File: config.mk
export PLATFORM = sky130hd
export DESIGN_NAME = wavelet_wiener_shrink
export DESIGN_NICKNAME = d
export VERILOG_FILES = /design/src/sv/wws_pkg.sv /design/src/sv/wavelet_wiener_shrink.sv
export SDC_FILE = /design/constraint.sdc
export NUM_CORES = 2
export LEC_CHECK = 0
export BUFFER_PORTS_ARGS = -buffer_cell sky130_fd_sc_hd__clkbuf_2
export CORE_AREA = 2 2 449 406
export CTS_BUF_LIST = sky130_fd_sc_hd__clkbuf_16
export DETAILED_ROUTE_END_ITERATION = 10
export DIE_AREA = 0 0 451 408
export PLACE_DENSITY = 0.69
export SKIP_CTS_REPAIR_TIMING = 1
export SLEW_MARGIN = 25
export SYNTH_ARGS = -nofsm -noshare
export SYNTH_HDL_FRONTEND = slang
export SYNTH_SLANG_ARGS = --single-unit
File: constraint.sdc
create_clock -name clk_i -period 111.1 [get_ports clk_i]
set_input_delay 22.22 -clock clk_i [delete_from_list [all_inputs] [get_ports clk_i]]
set_output_delay 22.22 -clock clk_i [all_outputs]
set_load 0.05 [all_outputs]
File: src/sv/wws_pkg.sv
// shared widths, register indexes and the divider step for the wiener shrink block
package wws_pkg;

  localparam int unsigned COEF_W     = 16;
  localparam int unsigned NOISE_W    = 16;
  localparam int unsigned LEVEL_W    = 3;
  localparam int unsigned NUM_LEVELS = 7;
  localparam int unsigned SQ_W       = 32;
  localparam int unsigned NUM_W      = 48;
  localparam int unsigned DEN_W      = 33;
  localparam int unsigned QUO_W      = 16;
  localparam int unsigned BITS_PER_STAGE = 2;
  localparam int unsigned DIV_STAGES = QUO_W / BITS_PER_STAGE;
  localparam int unsigned CFG_IDX_W  = 4;
  localparam int unsigned CFG_DATA_W = 16;

  localparam int unsigned DEF_ROW_BITS    = 6;
  localparam int unsigned DEF_COLUMN_BITS = 12;

  localparam logic [CFG_IDX_W-1:0] REG_LEVEL_COUNT = 4'd0;
  localparam logic [CFG_IDX_W-1:0] REG_NOISE_FIRST = 4'd1;
  localparam logic [CFG_IDX_W-1:0] REG_NOISE_LAST  = 4'd7;

  typedef struct packed {
    logic [NUM_W-1:0] rem;
    logic             bit_set;
  } div_step_t;

  // one restoring division step against den shifted left by k
  function automatic div_step_t div_step(input logic [NUM_W-1:0] rem,
                                         input logic [DEN_W-1:0] den,
                                         input int unsigned k);
    logic [NUM_W:0] shifted;
    div_step_t      res;
    shifted = (NUM_W+1)'(den) << k;
    if ({1'b0, rem} >= shifted) begin
      res.rem     = rem - shifted[NUM_W-1:0];
      res.bit_set = 1'b1;
    end else begin
      res.rem     = rem;
      res.bit_set = 1'b0;
    end
    return res;
  endfunction

endpackage

File: src/sv/wavelet_wiener_shrink.sv
// top level of the wavelet-domain wiener shrink pipeline
// The block takes one request per cycle (coefficient, row, column) when not stalled and returns one
// result per request, in order, through these stages: an input register stage that finds the
// detail level and its noise, a squaring stage, a cube and denominator stage, eight divider
// stages that each settle two quotient bits of |x|^3 / (x^2 + n^2), and the output register.
// The sixteen-bit restoring divider sets the depth. All stages advance together whenever the
// output register is empty or being taken, so a full stream runs at one result per clock.
// Configuration writes (index 0 level count, 1..7 noise per level) are always ready and must
// only come while the pipeline is empty; indexes above 7 are ignored.
module wavelet_wiener_shrink #(
  parameter int unsigned ROW_BITS    = wws_pkg::DEF_ROW_BITS,
  parameter int unsigned COLUMN_BITS = wws_pkg::DEF_COLUMN_BITS
) (
  input  logic                               clk_i,
  input  logic                               rst_ni,
  input  logic                               cfg_valid_i,
  output logic                               cfg_ready_o,
  input  logic [wws_pkg::CFG_IDX_W-1:0]      cfg_index_i,
  input  logic [wws_pkg::CFG_DATA_W-1:0]     cfg_data_i,
  input  logic                               in_valid_i,
  output logic                               in_ready_o,
  input  logic signed [wws_pkg::COEF_W-1:0]  coefficient_i,
  input  logic [ROW_BITS-1:0]                row_index_i,
  input  logic [COLUMN_BITS-1:0]             column_index_i,
  output logic                               out_valid_o,
  input  logic                               out_ready_i,
  output logic signed [wws_pkg::COEF_W-1:0]  shrunk_value_o,
  output logic [wws_pkg::LEVEL_W-1:0]        band_level_o
);

  localparam int unsigned CW  = wws_pkg::COEF_W;
  localparam int unsigned LW  = wws_pkg::LEVEL_W;
  localparam int unsigned NS  = wws_pkg::DIV_STAGES;
  localparam int unsigned BS  = wws_pkg::BITS_PER_STAGE;
  localparam int unsigned NIW = $clog2(wws_pkg::NUM_LEVELS);

  // configuration registers
  logic [LW-1:0]                level_count_q;
  logic [wws_pkg::NOISE_W-1:0]  noise_q [wws_pkg::NUM_LEVELS];

  assign cfg_ready_o = 1'b1;

  always_ff @(posedge clk_i or negedge rst_ni) begin
    if (!rst_ni) begin
      level_count_q <= '0;
      for (int i = 0; i < int'(wws_pkg::NUM_LEVELS); i++) noise_q[i] <= '0;
    end else if (cfg_valid_i) begin
      if (cfg_index_i == wws_pkg::REG_LEVEL_COUNT) begin
        level_count_q <= cfg_data_i[LW-1:0];
      end else if (cfg_index_i >= wws_pkg::REG_NOISE_FIRST &&
                   cfg_index_i <= wws_pkg::REG_NOISE_LAST) begin
        noise_q[NIW'(cfg_index_i - wws_pkg::REG_NOISE_FIRST)] <= cfg_data_i;
      end
    end
  end

  // whole pipeline moves when the output slot is free or being taken
  logic out_valid_q;
  logic adv;
  assign adv        = !out_valid_q || out_ready_i;
  assign in_ready_o = adv;

  // stage 1 front: band detection, lowest level wins (bands are disjoint anyway)
  logic [LW-1:0]               lvl_d;
  logic [wws_pkg::NOISE_W-1:0] noise_d;
  logic [CW-1:0]               raw_in;
  logic [CW-1:0]               mag_d;

  assign raw_in = coefficient_i;
  assign mag_d  = raw_in[CW-1] ? (CW'(0) - raw_in) : raw_in;

  always_comb begin
    logic [31:0] row_w, col_w, rb, cb;
    lvl_d   = '0;
    noise_d = '0;
    row_w   = 32'(row_index_i);
    col_w   = 32'(column_index_i);
    for (int l = int'(wws_pkg::NUM_LEVELS); l >= 1; l--) begin
      rb = (32'd1 << ROW_BITS) >> l;
      cb = (32'd1 << COLUMN_BITS) >> l;
      if (32'(l) <= 32'(level_count_q) && row_w < (rb << 1) && col_w < (cb << 1) &&
          (row_w >= rb || col_w >= cb)) begin
        lvl_d   = LW'(l);
        noise_d = noise_q[NIW'(l-1)];
      end
    end
  end

  // stage 1 registers
  logic                         v1_q, neg1_q;
  logic [CW-1:0]                raw1_q, mag1_q;
  logic [LW-1:0]                lvl1_q;
  logic [wws_pkg::NOISE_W-1:0]  noise1_q;
  // stage 2: squares
  logic                         v2_q, neg2_q;
  logic [CW-1:0]                raw2_q, mag2_q;
  logic [LW-1:0]                lvl2_q;
  logic [wws_pkg::SQ_W-1:0]     sq2_q, nn2_q;
  // stage 3: cube and denominator
  logic                         v3_q, neg3_q;
  logic [CW-1:0]                raw3_q;
  logic [LW-1:0]                lvl3_q;
  logic [wws_pkg::NUM_W-1:0]    num3_q;
  logic [wws_pkg::DEN_W-1:0]    den3_q;

  always_ff @(posedge clk_i or negedge rst_ni) begin
    if (!rst_ni) begin
      v1_q <= 1'b0;
      v2_q <= 1'b0;
      v3_q <= 1'b0;
    end else if (adv) begin
      v1_q <= in_valid_i;
      v2_q <= v1_q;
      v3_q <= v2_q;
    end
  end

  always_ff @(posedge clk_i) begin
    if (adv) begin
      neg1_q   <= raw_in[CW-1];
      raw1_q   <= raw_in;
      mag1_q   <= mag_d;
      lvl1_q   <= lvl_d;
      noise1_q <= noise_d;

      neg2_q <= neg1_q;
      raw2_q <= raw1_q;
      mag2_q <= mag1_q;
      lvl2_q <= lvl1_q;
      sq2_q  <= wws_pkg::SQ_W'(mag1_q) * wws_pkg::SQ_W'(mag1_q);
      nn2_q  <= wws_pkg::SQ_W'(noise1_q) * wws_pkg::SQ_W'(noise1_q);

      neg3_q <= neg2_q;
      raw3_q <= raw2_q;
      lvl3_q <= lvl2_q;
      num3_q <= wws_pkg::NUM_W'(sq2_q) * wws_pkg::NUM_W'(mag2_q);
      den3_q <= wws_pkg::DEN_W'(sq2_q) + wws_pkg::DEN_W'(nn2_q);
    end
  end

  // divider stages, two quotient bits each, msb first
  logic                          dv_q   [NS];
  logic                          dneg_q [NS];
  logic [CW-1:0]                 draw_q [NS];
  logic [LW-1:0]                 dlvl_q [NS];
  logic [wws_pkg::NUM_W-1:0]     drem_q [NS];
  logic [wws_pkg::DEN_W-1:0]     dden_q [NS];
  logic [wws_pkg::QUO_W-1:0]     dquo_q [NS];

  for (genvar s = 0; s < NS; s++) begin : g_div
    logic                      v_in, neg_in;
    logic [CW-1:0]             raw_in_s;
    logic [LW-1:0]             lvl_in;
    logic [wws_pkg::NUM_W-1:0] rem_in;
    logic [wws_pkg::DEN_W-1:0] den_in;
    logic [wws_pkg::QUO_W-1:0] quo_in;
    wws_pkg::div_step_t        st_a, st_b;

    if (s == 0) begin : g_first
      assign v_in     = v3_q;
      assign neg_in   = neg3_q;
      assign raw_in_s = raw3_q;
      assign lvl_in   = lvl3_q;
      assign rem_in   = num3_q;
      assign den_in   = den3_q;
      assign quo_in   = '0;
    end else begin : g_next
      assign v_in     = dv_q[s-1];
      assign neg_in   = dneg_q[s-1];
      assign raw_in_s = draw_q[s-1];
      assign lvl_in   = dlvl_q[s-1];
      assign rem_in   = drem_q[s-1];
      assign den_in   = dden_q[s-1];
      assign quo_in   = dquo_q[s-1];
    end

    assign st_a = wws_pkg::div_step(rem_in, den_in, wws_pkg::QUO_W - 1 - BS * s);
    assign st_b = wws_pkg::div_step(st_a.rem, den_in, wws_pkg::QUO_W - 2 - BS * s);

    always_ff @(posedge clk_i or negedge rst_ni) begin
      if (!rst_ni) begin
        dv_q[s] <= 1'b0;
      end else if (adv) begin
        dv_q[s] <= v_in;
      end
    end

    always_ff @(posedge clk_i) begin
      if (adv) begin
        dneg_q[s] <= neg_in;
        draw_q[s] <= raw_in_s;
        dlvl_q[s] <= lvl_in;
        drem_q[s] <= st_b.rem;
        dden_q[s] <= den_in;
        dquo_q[s] <= quo_in | (wws_pkg::QUO_W'({st_a.bit_set, st_b.bit_set})
                               << (wws_pkg::QUO_W - BS - BS * s));
      end
    end
  end

  // final sign, zero-denominator and pass-through selection
  logic [CW-1:0] mag_res, res_d;
  assign mag_res = (dden_q[NS-1] == '0) ? '0 : CW'(dquo_q[NS-1]);
  assign res_d   = (dlvl_q[NS-1] == '0) ? draw_q[NS-1] :
                   (dneg_q[NS-1] ? (CW'(0) - mag_res) : mag_res);

  logic [CW-1:0] shrunk_q;
  logic [LW-1:0] level_q;

  always_ff @(posedge clk_i or negedge rst_ni) begin
    if (!rst_ni) begin
      out_valid_q <= 1'b0;
    end else if (adv) begin
      out_valid_q <= dv_q[NS-1];
    end
  end

  always_ff @(posedge clk_i) begin
    if (adv) begin
      shrunk_q <= res_d;
      level_q  <= dlvl_q[NS-1];
    end
  end

  assign out_valid_o    = out_valid_q;
  assign shrunk_value_o = shrunk_q;
  assign band_level_o   = level_q;

endmodule
==> results.cfg <==
[yosys]
synth_top_cell_by_area = edfxtp_1
synthCells = 10101
synthArstFlopShare_pct = 6.82
synth_top_cell_area_share_pct = 31.9
synth-edff-count = 1080
synthFlopType = edfxtp_1
synthesis.area_mm2 = 0.102
seq_area_frac_synth_pct = 33.8
yosysWarnings = 0
syn_nets = 11795
yosysUniqueCellTypes = 103
synth_area_leaders = edfxtp_1, fa_1, ha_1, inv_1, xnor2_1
avgSynthCellArea_um2 = 10.1
synth_seq_cells = 1159

[floorplan]
ios = 81
initial_utilization_pct = 56.6
die_height_um = 408
core_area_mm2 = 0.180
die_w_um = 451
fp-row-count = 148
die_area_mm2 = 0.184

[drt]
vias = 73120
drt_first_iter_violations = 5285
vias_per_cell = 5.81
routed_wl_um = 251000
dr.pass1.iters = 6
drc_errors = 0
ant_nets = 0
wl_per_cell_um = 19.9

[placement]
port-buffer-count = 73
postPlaceCellArea_mm2 = 0.105
dp_hpwl_um = 197000
gp_congestion = 0.939
pre_cts_slack_ns = 65.48
dp_cells = 12350

[finish]
nNetsFinal = 11769
fin_cells = 12589
postLayoutCellArea_mm2 = 0.109
area_delta_synth_final_pct = 6.90
drive_gt1_share_pct = 7.11
fillers = 14900

[timing]
post-route-period-util_pct = 41.0
skew_ns = 0.0842
finalMaxSlewViolations = 0
setup_violations = 0
hold_viol = 0
setup_tns_ns = 0
post-route-min-period_ns = 45.58
rsz0062_at_grt = no
slew_headroom_pct = 21.9
layout_setup_ws_ns = 65.52
tightest_slew_ns = 1.17
fmax_mhz = 21.9

[global_routing]
busiest_layer = met2
grt_pass1_wl_um = 401000
gr-usage-met3_pct = 3.18
use_met1_pct = 36.4
use_met2_pct = 46.4
grt_pass1_vias = 73880
grt_max_degree = 195
antenna_found_initial = 4
grt_overflow = 0
grt_usage_pct = 27.3

[setup_path]
crit_fanout = 87
endpoint = in_ready_o
start_kind = input pin
timing.rr.end = drem_q[2][28]$_DFFE_PP_
arrival_ns = 23.36
r2r_slack_ns = 102.25
crit_path_start = out_ready_i
setup.worst_path.class = input pin to output port
reg2reg_depth = 28
cp.required_ns = 88.88
crit_path_end_kind = output port
reg2reg_from = dden_q[0][58]$_DFFE_PP_

[clocking]
clock_sinks = 1159
h-tree-depth = 3
cts.path.max_buffers = 3
cts_tree = built
clk_pin_slew_ns = 0.07
cts_buffers = 121
root_buffer = clkbuf_16
insertion_delay_ns = 0.81

[status]
status = finished, final reports clean

[hold_path]
hold_class = register to register

[run]
drv_cap = 0
-- layout make-up --
type	instances	area [um^2]	area share, %
multi-input cells	7317	61300	56.3
flip-flops and latches	1159	34400	31.6
inverters	1341	5040	4.64
clock buffers	123	3080	2.83
well taps	2400	3000	2.76
clock inverters	109	1070	0.987
repair buffers	135	877	0.806
diodes	5	12.5	0.0115
-- worst min path at each step --
stage,from,depth (start not counted),slack [ns],endpoint
finish,dlvl_q[0][0]$_DFFE_PP_,0,0.35,dlvl_q[0][3]$_DFFE_PP_
global route,dlvl_q[0][0]$_DFFE_PP_,0,0.35,dlvl_q[0][3]$_DFFE_PP_
CTS,dlvl_q[0][0]$_DFFE_PP_,0,0.34,dlvl_q[0][3]$_DFFE_PP_
detailed placement,dlvl_q[1][8]$_DFFE_PP_,0,0.40,dlvl_q[1][11]$_DFFE_PP_
global placement,draw_q[1][8]$_DFFE_PP_,0,0.40,draw_q[1][24]$_DFFE_PP_
floorplan,g_div[0].lvl_in[0]$_DFFE_PP_,0,0.40,dlvl_q[0][0]$_DFFE_PP_
-- state kept, by name (all words and copies together) (netlist names), 24 cells and up --
register	flops
drem_q	330
dden_q	264
draw_q	123
dquo_q	72
noise_q	64
g_div.rem_in	47
den3_q	33
nn2_q	31
sq2_q	30
dlvl_q	24
-- cell usage in the layout, fill, tap and decap left out, types with 81 or more instances in the layout --
cell       instances
xnor2_1          452
nand3_1          132
a21o_1           356
nor2b_1           94
xor2_1           184
o21ai_0          405
clkbuf_16        123
nand2b_1          90
o21bai_1          89
inv_1           1357
fa_1             751
nand2_1          949
nor3_1           116
a31oi_1           81
ha_1             884
nand4_1           94
edfxtp_1        1080
mux2_2           279
nor2_1           543
o21a_1            92
and2_1           349
a21oi_1          655
-- through the flow --
step	utilization, %	hold slack (ns)
6_report	60.5	0.352
3_5_place_dp	58.1	0.405
3_3_place_gp	58.1	0.400
5_1_grt	60.5	0.350
2_1_floorplan	-	0.400
4_1_cts	60.4	0.344
-- critical path, stage by stage --
cell	delay (ns)
clkbuf_2	0.07
nor2b_1	0.03
buf_4	0.19
inv_8	0.43
clkbuf_2	0.39
-- synthesized netlist by cell type, types with 16 or more instances --
cell type  number
nand3_1       133
or3_1          43
inv_1        1335
o31ai_1        49
o21a_1         92
o21ai_0       405
a211o_1        23
a211oi_1       47
buf_2          24
a21oi_1       657
xnor2_1       452
xor2_1        184
a31o_2         19
and3_1         55
edfxtp_1     1080
dfrtp_1        79
nor3_1        117
o21bai_1       89
nand4_1        94
and2_1        349
nor2b_1        94
a22oi_1        18
buf_1          16
a21boi_0       28
a21o_1        356
a31oi_1        81
ha_1          884
nor2_1        544
nand2_1       949
mux2_2        279
nand2b_1       90
a221oi_1       19
clkbuf_1      234
or2_2          31
nand3b_1       21
or4_1          22
nor4_1         63
fa_1          751
o211ai_1       26
-- cell families after synthesis --
logic type               share of synthesized area [%]
AND/OR/NAND/NOR                                   12.6
AO/OA/AOI/OAI                                     12.9
adder cells (fa/ha/maj)                           25.6
flip-flops                                        33.8
other                                          0.00369
XOR/XNOR                                          5.47
multiplexers                                      3.46
buffers and inverters                             6.09
-- routing by layer --
metal	share of wire, %	up-vias
met1	43	35880
li1	-	34818
met5	0	-
met3	4.9	449
met4	3.6	0
met2	48	1973
Power is not shown: default switching activity piles up to over one toggle a cycle in this logic, so the estimate is an artifact.
